[src/design/art_pkg.sv]
// ----------------------------------------------------------------------------
// Address region table package
// Shared action and status codes.
// ----------------------------------------------------------------------------
package art_pkg;

    localparam logic [1:0] ACT_INSERT = 2'd0;
    localparam logic [1:0] ACT_LOOKUP = 2'd1;
    localparam logic [1:0] ACT_CLEAR  = 2'd2;

    localparam logic [2:0] ST_OK        = 3'd0;
    localparam logic [2:0] ST_NOT_FOUND = 3'd1;
    localparam logic [2:0] ST_BAD_RANGE = 3'd2;
    localparam logic [2:0] ST_OVERLAP   = 3'd3;
    localparam logic [2:0] ST_FULL      = 3'd4;

endpackage

[src/design/art_front.sv]
// ----------------------------------------------------------------------------
// Address region table front end
// Accepts input beats, classifies them and holds them in a two-entry queue.
// ----------------------------------------------------------------------------
module art_front #(
    parameter int ADDR_BITS = 39
) (
    input  logic                 i_clk,
    input  logic                 i_rst_n,
    input  logic                 i_valid,
    output logic                 o_stall,
    input  logic [1:0]           i_action,
    input  logic [ADDR_BITS-1:0] i_region_start,
    input  logic [ADDR_BITS-1:0] i_region_end,
    input  logic [2:0]           i_region_flags,
    input  logic [ADDR_BITS-1:0] i_lookup_addr,
    output logic                 o_q_valid,
    input  logic                 i_q_take,
    output logic [1:0]           o_q_action,
    output logic                 o_q_bad,
    output logic [ADDR_BITS-1:0] o_q_start,
    output logic [ADDR_BITS-1:0] o_q_end,
    output logic [2:0]           o_q_flags
);
    import art_pkg::*;

    logic [1:0]           r_act [2];
    logic                 r_bad [2];
    logic [ADDR_BITS-1:0] r_s [2];
    logic [ADDR_BITS-1:0] r_e [2];
    logic [2:0]           r_f [2];
    logic                 r_wp, r_rp;
    logic [1:0]           r_cnt;
    logic                 w_push, w_pop;

    assign o_stall = (r_cnt == 2'd2);
    assign w_push  = i_valid && !o_stall;
    assign w_pop   = i_q_take && (r_cnt != 2'd0);

    // Store the beat; a lookup carries its address in the start slot.
    always_ff @(posedge i_clk) begin
        if (w_push) begin
            r_act[r_wp] <= i_action;
            r_bad[r_wp] <= !(i_region_start < i_region_end);
            r_s[r_wp]   <= (i_action == ACT_LOOKUP) ? i_lookup_addr : i_region_start;
            r_e[r_wp]   <= i_region_end;
            r_f[r_wp]   <= i_region_flags;
        end
    end

    // Queue pointers.
    always_ff @(posedge i_clk) begin
        if (!i_rst_n) begin
            r_wp <= 1'b0;
            r_rp <= 1'b0;
            r_cnt <= 2'd0;
        end else begin
            if (w_push) r_wp <= !r_wp;
            if (w_pop) r_rp <= !r_rp;
            r_cnt <= r_cnt + {1'b0, w_push} - {1'b0, w_pop};
        end
    end

    assign o_q_valid  = (r_cnt != 2'd0);
    assign o_q_action = r_act[r_rp];
    assign o_q_bad    = r_bad[r_rp];
    assign o_q_start  = r_s[r_rp];
    assign o_q_end    = r_e[r_rp];
    assign o_q_flags  = r_f[r_rp];

`ifndef ASSERT_OFF
    a_cnt: assert property (@(posedge i_clk) disable iff (!i_rst_n) r_cnt != 2'd3)
        else $error("queue count overflow");
    a_full: assert property (@(posedge i_clk) disable iff (!i_rst_n)
        (r_cnt == 2'd2 && !w_pop) |=> r_cnt == 2'd2)
        else $error("full queue lost an entry");
    a_empty: assert property (@(posedge i_clk) disable iff (!i_rst_n)
        (r_cnt == 2'd0) |-> !w_pop)
        else $error("pop from empty queue");
`endif
endmodule

[config.mk]
export PLATFORM = sky130hd
export DESIGN_NAME = art_front
export DESIGN_NICKNAME = d
export VERILOG_FILES = /design/src/design/art_pkg.sv /design/src/design/art_front.sv
export SDC_FILE = /design/constraint.sdc
export NUM_CORES = 1
export LEC_CHECK = 0
export ABC_AREA = 0
export BUFFER_PORTS_ARGS = -buffer_cell sky130_fd_sc_hd__buf_2
export CAP_MARGIN = 20
export CORE_ASPECT_RATIO = 0.75
export CORE_MARGIN = 5
export CORE_UTILIZATION = 50
export CTS_CLUSTER_DIAMETER = 100
export DETAILED_ROUTE_END_ITERATION = 7
export GPL_TIMING_DRIVEN = 0
export PLACE_DENSITY = 0.82
export SKIP_LAST_GASP = 1
export SLEW_MARGIN = 15
export SYNTH_ARGS = -nofsm -noshare
export SYNTH_HDL_FRONTEND = slang
export SYNTH_SLANG_ARGS = --single-unit
[constraint.sdc]
create_clock -name i_clk -period 5.2 [get_ports i_clk]
set_clock_uncertainty 0.1 [all_clocks]
set_input_delay 0.52 -clock i_clk [delete_from_list [all_inputs] [get_ports i_clk]]
set_output_delay 0.52 -clock i_clk [all_outputs]
set_load 0.05 [all_outputs]
======== After elaboration in Yosys (flattened, before gate mapping) ========
Memory sizes are Yosys's and may differ from the RTL's. A register that Yosys moved wholly into a read port is not among the register bits.
Index checks and enable logic that the tools add are counted.
storage, ports and cells
  bits in writable memories ............... 168
  output and inout bits ................... 86
  logic and storage cells ................. 33
  bits in registers ....................... 4
  bits of input ports ..................... 126
  memories kept ........................... 5
cells by class
  mux-type cells .......................... 13
  add/sub/neg operators ................... 2
  equality and inequality tests ........... 2
  reductions and logical operators ........ 7
  magnitude comparators ................... 1
memories
  name   depth  bits a word  read ports  clocked after Yosys merged registers in  write ports  line             source
  r_e    2      39           1           1                                        1            art_front.sv:30  logic [ADDR_BITS-1:0] r_e [2];
  r_s    2      39           1           1                                        1            art_front.sv:29  logic [ADDR_BITS-1:0] r_s [2];
  r_f    2      3            1           1                                        1            art_front.sv:31  logic [2:0] r_f [2];
  r_act  2      2            1           1                                        1            art_front.sv:27  logic [1:0] r_act [2];
  r_bad  2      1            1           1                                        1            art_front.sv:28  logic r_bad [2];
operators by type and width
  kind                count
  $lt 39x39->1        1
  $mux 39             1
  $mux 1              12
  $logic_not 1->1     4
  $add 2x1->2         1
  $eq 2x1->1 const B  1
  $eq 2x2->1 const B  1
  $logic_and 1x1->1   2
  $reduce_bool 2->1   1
  $sub 2x1->2         1

======== Logic depth before layout (Yosys ltp) ========
Gate-level depths: netlist of run 1.
  depth in word-level cells ............... 5
  depth in mapped cells ................... 8
  mapped depth without buffers ............ 8

======== Worst setup path after synthesis of run 1 ========
OpenSTA, ideal clock, no wires.
  kind .................................... input port to flip-flop
  start point ............................. input i_valid
  end point ............................... memory r_act[0][0] (enable)
  path slack .............................. 0.448 ns
  required time ........................... 4.572 ns
  path buffers ............................ 0
  library setup time ...................... 0.528 ns
  arrival time ............................ 4.124 ns
  cell stages on the path ................. 2
  cell sequence ........................... nand2_1 nor2_1
between the ends
  longest elaborated chain between the ends .. 3
ends and longest elaborated chain
  what                          line             source
  from (decl)                   art_front.sv:10  input logic i_valid,
  $logic_and 1x1->1             art_front.sv:37  assign w_push = i_valid && !o_stall;
  $mux 1                        art_front.sv:42  if (w_push) begin
  $mux 1 (implied by the code)  art_front.sv:43  r_act[r_wp] <= i_action;
  to (decl)                     art_front.sv:27
No other way between the ends.

==> results of run 1 <==
## per-stage QoR
stage                     util (%)  cell area, sq um  power [uW]  cells  TNS [ps]
after floorplan                  -              7680        3060    463         0
after global placement        59.3              9000        3440    879   -134090
after detailed placement      60.0              9110        3490    883         0
after CTS                     64.3              9750        4870    914         0
after global routing          64.3              9750        5010    915         0
final                         64.3              9760        4820    916         0
## worst max-delay path: stages, from the launching register on
cell,delay (ps)
dfxtp_1,360
buf_2,250
buf_2,330
mux2_2,380
buf_2,220
## per-layer routing
layer | GRT usage (%) | routed length, um | vias up
met4 | 6.40 | 261 | 2
li1 | - | - | 2220
met2 | 31.6 | 8440 | 167
met1 | 24.7 | 7400 | 2298
met3 | 5.63 | 1090 | 19
met5 | 0 | 7 | -
## flip-flops by register name, indices dropped and copies added, names as in the netlist, named ones only
| signal | count |
|---|---|
| r_cnt | 2 |
| r_rp | 1 |
| r_f | 6 |
| r_act | 4 |
| r_s | 78 |
| r_e | 78 |
| r_bad | 2 |
| r_wp | 1 |
## cells by family (layout without fill, tap and decap cells)
| logic type | Yosys count | after routing | share of synthesized area, % |
|---|---|---|---|
| flip-flops | 173 | 173 | 67.0 |
| multiplexers | 123 | 123 | 18.0 |
| buffers and inverters | 53 | 299 | 2.80 |
| adder cells (fa/ha/maj) | 40 | 40 | 6.51 |
| AND/OR/NAND/NOR | 39 | 39 | 2.70 |
| AO/OA/AOI/OAI | 32 | 32 | 2.65 |
| XOR/XNOR | 3 | 3 | 0.342 |
| other | 0 | 2 | 0 |
## final cells by class
type / instances / area [sq um]
Antenna cell: 2 / 5.00
Sequential cell: 173 / 5140
Clock inverter: 14 / 215
Inverter: 40 / 150
Buffer: 13 / 65.1
Clock buffer: 17 / 425
Timing Repair Buffer: 215 / 1160
Multi-Input combinational cell: 237 / 2340
Fill cell: 1126 / 5420
Tap cell: 205 / 256
## worst max path at each step
stage / cells past startpoint / slack [ps] / start / to
3_3_place_gp: 3 / -1580 / i_valid / r_e[0][23]$_DFFE_PP_
2_1_floorplan: 2 / 450 / i_valid / r_act[0][0]$_DFFE_PP_
5_1_grt: 4 / 2520 / flip-flop / o_q_start[19]
4_1_cts: 4 / 2540 / flip-flop / o_q_start[25]
3_5_place_dp: 8 / 2740 / i_region_end[21] / r_bad[1]$_DFFE_PP_
6_report: 4 / 2620 / flip-flop / o_q_start[25]
## power breakdown
| part | total, uW | internal (uW) | switching (uW) |
|---|---|---|---|
| Clock | 1370 | 854 | 520 |
| Sequential | 1780 | 1740 | 42.5 |
| Combinational | 1660 | 497 | 1170 |
## layout by cell type (no fill, tap or decap), types with 2 or more instances in the layout
cell type and n:
buf_2 224, edfxtp_1 168, mux2_2 123, inv_1 40
ha_1 40, clkbuf_16 17, a21oi_1 13, nand2_1 10
nor2_1 5, o21ai_0 5, a21o_1 5, dfxtp_1 5
bufinv_16 5, and2_1 4, nand4_1 4, nand2b_1 3
nand3_1 3, xnor2_1 3, inv_6 3, buf_16 3
diode_2 2, a211oi_1 2, nor3_1 2, nor2b_1 2
clkinvlp_4 2, clkinv_1 2
==> flow_summary.json, run 1 <==
{
  "synthTopCellsByArea": "edfxtp_1 (66%), mux2_2 (18%), ha_1 (6.5%), inv_1 (2.0%), dfxtp_1 (1.3%)",
  "fmax_ghz": 0.388,
  "area_growth_syn_to_layout_pct": 27.0,
  "drive_above_1_share_pct": 54.4,
  "tightest_slew_ps": 673,
  "grt_first_pass_wirelength_um": 26900,
  "hold_violations": 0,
  "clk_pin_slew_worst_paths_ps": 60,
  "cts-root-buf": "clkbuf_16",
  "cp-end-kind": "primary output",
  "post-route-min-period_ps": 2580,
  "timing.final.crit_share_pct": 49.5,
  "clock_latency_ps": 420,
  "crit_path_max_fanout": 10,
  "rsz0062_at_grt": "no",
  "async_flop_share_pct": 0,
  "cp_data_arrival_time_ps": 1960,
  "setup_viol": 0,
  "min_from": "i_region_flags[2]",
  "p_per_area_nw_per_um2": 494,
  "start_kind": "flip-flop",
  "drtIter0Drc": 215,
  "dpl.hpwl_um": 12800,
  "netlist.area_leader.share_pct": 65.7,
  "num_vias": 4706,
  "hp-class": "primary input to flip-flop",
  "ff2ff_path_depth": 5,
  "max-slew-margin-rel_pct": 55.0,
  "synth_seq_cells": 173,
  "synth_nets": 629,
  "wirelength_um": 17200,
  "grt_max_degree": 45,
  "synth_top_cells_by_count": "edfxtp_1 (168), mux2_2 (123), ha_1 (40), inv_1 (40)",
  "post-synth-top-count-cell": "edfxtp_1",
  "hold_end": "r_f[0][2]$_DFFE_PP_",
  "leakage_uw": 0.00403,
  "yosysWarnings": 0,
  "die_area_sq_um": 18000,
  "fin_nets": 863,
  "worstHoldPathCells": 1,
  "cts_resized": 0,
  "preCtsSetupSlack_ps": 2740,
  "synth-seq-area-share_pct": 67.0,
  "htree_num_levels": 4,
  "synthDistinctLibCells": 30,
  "track_usage_pct": 19.3,
  "cts_buffers": 17,
  "row_count": 39,
  "cts_tree": "done",
  "holdWs_ps": 193,
  "synth_area_leader_cell": "edfxtp_1",
  "core_area_sq_um": 15200,
  "max-clock-path-buffers": 2,
  "netlist_area_sq_um": 7680,
  "r2r-start": "r_cnt[0]$_SDFF_PN0_",
  "maxCapViolCount": 0,
  "drv_slew": 0,
  "routedWlPerCell_um": 18.8,
  "pin_count": 212,
  "initial_core_util_pct": 50.6,
  "vdd_ir_drop_max_mv": 0.359,
  "hold_buffers": 0,
  "rrSetupSlack_ps": 3110,
  "firstDrtPassIters": 6,
  "die_w_um": 153,
  "place_congestion": 0.867,
  "crit_type": "flip-flop to primary output",
  "clock-sinks": 173,
  "cts_setup_buffers": 0,
  "overflow": 0,
  "drc": 0,
  "first_global_vias": 5072,
  "ys.flop_type": "edfxtp_1",
  "synth_cells": 463,
  "synth_edf_count": 168,
  "antenna_found_initial": 2,
  "status": "complete, no violations",
  "timing.rr.end": "r_s[0][23]$_DFFE_PP_",
  "ant_nets": 0,
  "syn_avg_cell_area_sq_um": 16.6,
  "avgViaCountPerCell": 5.14,
  "setup_ws_ps": 2620,
  "dieHeight_um": 117,
  "io_buffers": 211,
  "critical_path_required_ps": 4580
}
Note: power is estimated with default switching activity, not from simulation.
==> run 2: changes to the inputs <==
--- a/config.mk
+++ b/config.mk
@@ -5,7 +5,7 @@
 export SDC_FILE = /design/constraint.sdc
 export NUM_CORES = 1
 export LEC_CHECK = 0
-export ABC_AREA = 0
+export ABC_AREA = 1
 export BUFFER_PORTS_ARGS = -buffer_cell sky130_fd_sc_hd__buf_2
 export CAP_MARGIN = 20
 export CORE_ASPECT_RATIO = 0.75
@@ -14,7 +14,7 @@
 export CTS_CLUSTER_DIAMETER = 100
 export DETAILED_ROUTE_END_ITERATION = 7
 export GPL_TIMING_DRIVEN = 0
-export PLACE_DENSITY = 0.82
+export PLACE_DENSITY = 0.81
 export SKIP_LAST_GASP = 1
 export SLEW_MARGIN = 15
 export SYNTH_ARGS = -nofsm -noshare
==> constraint.sdc (replaced) <==
create_clock -name i_clk -period 2.6 [get_ports i_clk]
set_clock_uncertainty 0.1 [all_clocks]
set_input_delay 0.26 -clock i_clk [delete_from_list [all_inputs] [get_ports i_clk]]
set_output_delay 0.26 -clock i_clk [all_outputs]
set_load 0.05 [all_outputs]
==> flow_summary.json, run 2 <==
{
  "max-slew-margin-rel_pct": 56.8,
  "cts_buffers": 17,
  "drtIter0Drc": 234,
  "synth_cells": 512,
  "antenna_found_initial": 1,
  "firstDrtPassIters": 4,
  "setup_ws_ps": 468,
  "crit_chain": "buf_6 > buf_6 > mux2_4 > buf_2",
  "preCtsSetupSlack_ps": 638,
  "drv_slew": 0,
  "leakage_uw": 0.00452,
  "fmax_ghz": 0.469,
  "async_flop_share_pct": 0,
  "syn_avg_cell_area_sq_um": 15.7,
  "final_cell_mix": "buf_2 (213), edfxtp_1 (168), mux2_2 (62)",
  "avgViaCountPerCell": 5.01,
  "die_w_um": 156,
  "max-clock-path-buffers": 2,
  "die_area_sq_um": 18800,
  "drive_above_1_share_pct": 47.3,
  "post-synth-top-count-cell": "edfxtp_1",
  "clk_pin_slew_worst_paths_ps": 60,
  "cts_tree": "done",
  "grt_max_degree": 29,
  "hp-class": "primary input to flip-flop",
  "ys.flop_type": "edfxtp_1",
  "rsz0062_at_grt": "no",
  "initial_core_util_pct": 50.5,
  "hold_violations": 0,
  "synthTopCellsByArea": "edfxtp_1 (63%), mux2_4 (11%), mux2_2 (8.7%), ha_1 (6.2%), inv_1 (2.6%)",
  "crit_type": "flip-flop to primary output",
  "p_sw_uw": 3690,
  "num_vias": 5098,
  "start_kind": "flip-flop",
  "cts-root-buf": "clkbuf_16",
  "mostFrequentLayoutCell": "buf_2",
  "combPwrFrac_pct": 38.8,
  "p_seq_share_pct": 37.5,
  "ant_nets": 0,
  "dieHeight_um": 120,
  "synth_seq_cells": 173,
  "synth_area_leader_cell": "edfxtp_1",
  "cp_data_arrival_time_ps": 1770,
  "intPower_uw": 6130,
  "row_count": 40,
  "clkPwrFrac_pct": 23.7,
  "r2r-start": "r_cnt[1]$_SDFF_PN0_",
  "synthDistinctLibCells": 24,
  "post-route-min-period_ps": 2130,
  "crit_path_max_fanout": 10,
  "synth_nets": 678,
  "p_total_uw": 9820,
  "clock-sinks": 173,
  "synth_top_cells_by_count": "edfxtp_1 (168), mux2_2 (62), mux2_4 (60)",
  "grt_first_pass_wirelength_um": 28700,
  "top_regs": "r_e: 78 flops, r_s: 78 flops, r_f: 6 flops",
  "final_cell_area_sq_um": 10500,
  "fin_nets": 959,
  "timing.final.crit_share_pct": 82.0,
  "area_growth_syn_to_layout_pct": 30.5,
  "critical_path_required_ps": 2240,
  "wirelength_um": 18600,
  "swShare_pct": 37.6,
  "cp_slowest_stage_delay_ps": 380,
  "io_buffers": 211,
  "routedWlPerCell_um": 18.2,
  "maxCapViolCount": 0,
  "cp_slowest_cell": "dfxtp_1",
  "netlist_area_sq_um": 8040,
  "pin_count": 212,
  "setup_viol": 0,
  "dpl_cell_area_sq_um": 9510,
  "dpl.hpwl_um": 13400,
  "netlist.area_leader.share_pct": 62.7,
  "first_global_vias": 5505,
  "yosysWarnings": 0,
  "core_area_sq_um": 15900,
  "rrSetupSlack_ps": 620,
  "clock_latency_ps": 420,
  "p_per_area_nw_per_um2": 935,
  "overflow": 0,
  "drc": 0,
  "place_congestion": 0.803,
  "status": "complete, no violations",
  "track_usage_pct": 20.0,
  "holdWs_ps": 61.7,
  "synth-seq-area-share_pct": 64.0,
  "synth_edf_count": 168,
  "vdd_ir_drop_max_mv": 0.772,
  "path_common_cell": "buf_6",
  "tightest_slew_ps": 647,
  "htree_num_levels": 4,
  "fillers": 1151,
  "min_from": "i_lookup_addr[10]",
  "cp-end-kind": "primary output"
}
run 2: logic make-up after synthesis:
group                      after synthesis  synth area share (%)
xor gates and xnor gates                 1                 0.109
DFF                                    173                  64.0
muxes                                  122                  19.9
adders and majority gates               40                  6.22
AOI/OAI and AO/OA                       28                  1.88
and+or+nand+nor                         78                  3.81
buffers and inverters                   70                  4.14
run 2: area by class of cell:
type / instances / area (sq um) / area share, %
Antenna cell: 1 / 2.50 / 0.0238
Buffer: 13 / 119 / 1.13
Clock buffer: 19 / 433 / 4.12
Clock inverter: 13 / 98.8 / 0.942
Inverter: 57 / 214 / 2.04
Multi-Input combinational cell: 269 / 2580 / 24.6
Sequential cell: 173 / 5140 / 49.0
Tap cell: 210 / 263 / 2.50
Timing Repair Buffer: 262 / 1640 / 15.6
run 2: worst max-delay path, delay by kind of cell, from the launching register on:
family,cells,cell delay [ps]
buf+inv,3,650
flops,1,380
mux,1,310
run 2: metal layers:
layer  global-route usage [%]  vias to the layer above  share of wire, %
li1                         -                     2426                 -
met1                     25.4                     2428                41
met2                     33.4                      220                49
met3                     6.06                       24               8.7
met4                     5.31                        0               1.3
met5                        0                        -                 0
run 2: worst paths after layout:
path | end | depth (start not counted)
min | r_s[0][10]$_DFFE_PP_ | 2
max | o_q_action[0] | 4
max reg2reg | r_s[1][19]$_DFFE_PP_ | 5
min reg2reg | flip-flop | 1
run 2: power by group through the flow:
stage | clock network [uW] | registers [uW] | logic (uW)
5_1_grt | 2480 | 3720 | 4000
3_5_place_dp | 0 | 3740 | 3770
4_1_cts | 2350 | 3680 | 3850
6_report | 2320 | 3680 | 3810
2_1_floorplan | 0 | 3730 | 2860
3_3_place_gp | 0 | 3760 | 3600
run 2: per-stage QoR:
step                      util (%)  instances  setup TNS, ps
after CTS                     65.9       1016              0
after global routing          66.0       1017              0
after detailed placement      59.8        939              0
final                         66.0       1017              0
after floorplan                  -        512        -100370
after global placement        58.9        933        -292940
run 2: repair_timing:
action,in CTS,in global routing
hold buffers,45,0
endpoints found under the hold margin,89,0
gates resized for setup,0,0
buffers inserted,0,0
==> run 3: changes to the inputs <==
--- a/config.mk
+++ b/config.mk
@@ -5,12 +5,12 @@
 export SDC_FILE = /design/constraint.sdc
 export NUM_CORES = 1
 export LEC_CHECK = 0
-export ABC_AREA = 1
+export ABC_AREA = 0
 export BUFFER_PORTS_ARGS = -buffer_cell sky130_fd_sc_hd__buf_2
 export CAP_MARGIN = 20
 export CORE_ASPECT_RATIO = 0.75
 export CORE_MARGIN = 5
-export CORE_UTILIZATION = 50
+export CORE_UTILIZATION = 47
 export CTS_CLUSTER_DIAMETER = 100
 export DETAILED_ROUTE_END_ITERATION = 7
 export GPL_TIMING_DRIVEN = 0
==> constraint.sdc (replaced) <==
create_clock -name i_clk -period 1.9 [get_ports i_clk]
set_clock_uncertainty 0.1 [all_clocks]
set_input_delay 0.19 -clock i_clk [delete_from_list [all_inputs] [get_ports i_clk]]
set_output_delay 0.19 -clock i_clk [all_outputs]
set_load 0.05 [all_outputs]
==> flow_summary.json, run 3 (synthesis gave the netlist of run 1 again) <==
{
  "status": "finished with violations",
  "violations": "setup timing",
  "routedWlPerCell_um": 20.1,
  "io_buffers": 211,
  "cts_tree": "done",
  "drtIter0Drc": 293,
  "setup_ws_ps": -25.3,
  "crit_path_max_fanout": 10,
  "hold_violations": 0,
  "clock_latency_ps": 410,
  "first_global_vias": 5438,
  "clock-sinks": 173,
  "hp-class": "primary input to flip-flop",
  "cp.depth": 4,
  "leakage_uw": 0.00458,
  "initial_core_util_pct": 48.0,
  "mostFrequentLayoutCell": "edfxtp_1",
  "vdd_ir_drop_max_mv": 0.806,
  "n_antenna_cell": 0,
  "grt_first_pass_wirelength_um": 28700,
  "dpl.hpwl_um": 13100,
  "drc": 0,
  "rsz0062_at_grt": "yes",
  "fin_nets": 946,
  "crit_buf_inv": 3,
  "max-clock-path-buffers": 2,
  "path_common_cell": "buf_12",
  "p_total_uw": 14100,
  "max-slew-margin-rel_pct": 70.6,
  "row_count": 40,
  "grt_max_degree": 54,
  "firstDrtPassIters": 4,
  "num_vias": 5096,
  "htree_num_levels": 4,
  "cp-end-kind": "primary output",
  "maxCapViolCount": 0,
  "overflow": 0,
  "place_congestion": 0.817,
  "antenna_found_initial": 0,
  "post-route-min-period_ps": 1930,
  "cts_buffers": 17,
  "core_area_sq_um": 16000,
  "holdWs_ps": 17.4,
  "pin_count": 212,
  "cts-root-buf": "clkbuf_16",
  "die_area_sq_um": 19000,
  "avgViaCountPerCell": 5.08,
  "ant_nets": 0,
  "timing.final.crit_share_pct": 101,
  "cpLargestDelayFamily": "buffers and inverters",
  "worstHoldPathCells": 2,
  "clk_pin_slew_worst_paths_ps": 60,
  "crit_chain": "buf_12 > buf_12 > mux2_2 > buf_6",
  "setup_viol": 39,
  "area_growth_syn_to_layout_pct": 45.7,
  "wirelength_um": 20100,
  "cp_slowest_stage_delay_ps": 400,
  "start_kind": "flip-flop",
  "cp_data_arrival_time_ps": 1640,
  "critical_path_required_ps": 1610,
  "drive_above_1_share_pct": 50.8,
  "ff2ff_path_depth": 7,
  "track_usage_pct": 19.8,
  "drv_slew": 0,
  "crit_type": "flip-flop to primary output",
  "dieHeight_um": 121,
  "p_per_area_nw_per_um2": 1260,
  "top_regs": "r_e: 78 flops, r_s: 78 flops, r_f: 6 flops",
  "final_util_pct": 69.9,
  "final_cell_mix": "edfxtp_1 (168), buf_2 (153), mux2_2 (109)",
  "tightest_slew_ps": 440,
  "cp_slowest_cell": "dfxtp_4",
  "die_w_um": 158,
  "fmax_ghz": 0.519
}
==> run 3: cell count changes in the layout (fill, tap and decap cells not counted), sizes merged, moves of 3 or more <==
cell	change
a21o	+3
nand2b	+4
and2	+3
and3	+3
a21oi	-6
a211oi	+3
inv	-15
nand2	-42
nand4	+3
nor2	-14
dlygate4sd3	+32
clkinv	-5
clkbuf	+3
==> run 3: routing by layer <==
metal | up-vias | GRT usage [%] | share of wire (%)
met5 | - | 0 | 0
met4 | 0 | 5.80 | 1.4
met3 | 17 | 5.51 | 7.1
met2 | 206 | 33.1 | 51
met1 | 2478 | 25.2 | 41
li1 | 2395 | - | -
==> run 3: area by class of cell <==
cell class,instances,area (sq um)
Buffer,13,179
Multi-Input combinational cell,238,2440
Timing Repair Buffer,297,2430
Clock inverter,12,135
Tap cell,210,263
Sequential cell,173,5150
Clock buffer,20,437
Fill cell,1012,4820
Inverter,40,150
==> run 3: where the power goes <==
group	total, uW	switching [uW]	internal, uW
Clock	3390	1440	1950
Sequential	4900	138	4770
Combinational	5830	3490	2350
Total	14100	5060	9060
==> run 3: worst paths after layout <==
check / to / slack (ps) / from
setup / recovery: o_q_end[32] / -30 / flip-flop
hold reg to reg: r_rp$_SDFFE_PN0P_ / 450 / r_rp$_SDFFE_PN0P_
setup reg to reg: r_e[0][28]$_DFFE_PP_ / 50 / r_cnt[1]$_SDFF_PN0_
hold / removal: r_s[1][15]$_DFFE_PP_ / 20 / i_lookup_addr[15]
==> run 3: metrics by stage <==
stage	setup TNS, ps	instances	area [sq um]	setup slack, ps
floorplan	-46640	463	7710	-376
global placement	-148660	884	9030	-1050
detailed placement	-7780	888	9130	-376
CTS	-7930	1000	10600	-148
global route	-4550	1003	11200	-84.2
finish	-291	1003	11200	-25.3
==> run 3: repair_timing <==
item | CTS | global route
endpoints found under the setup margin | 135 | 138
pin swaps | 5 | 4
hold buffers | 77 | 0
resized for setup | 50 | 178
cloned | 0 | 3
buffers inserted | 3 | 0
hold endpoints to repair | 151 | 0
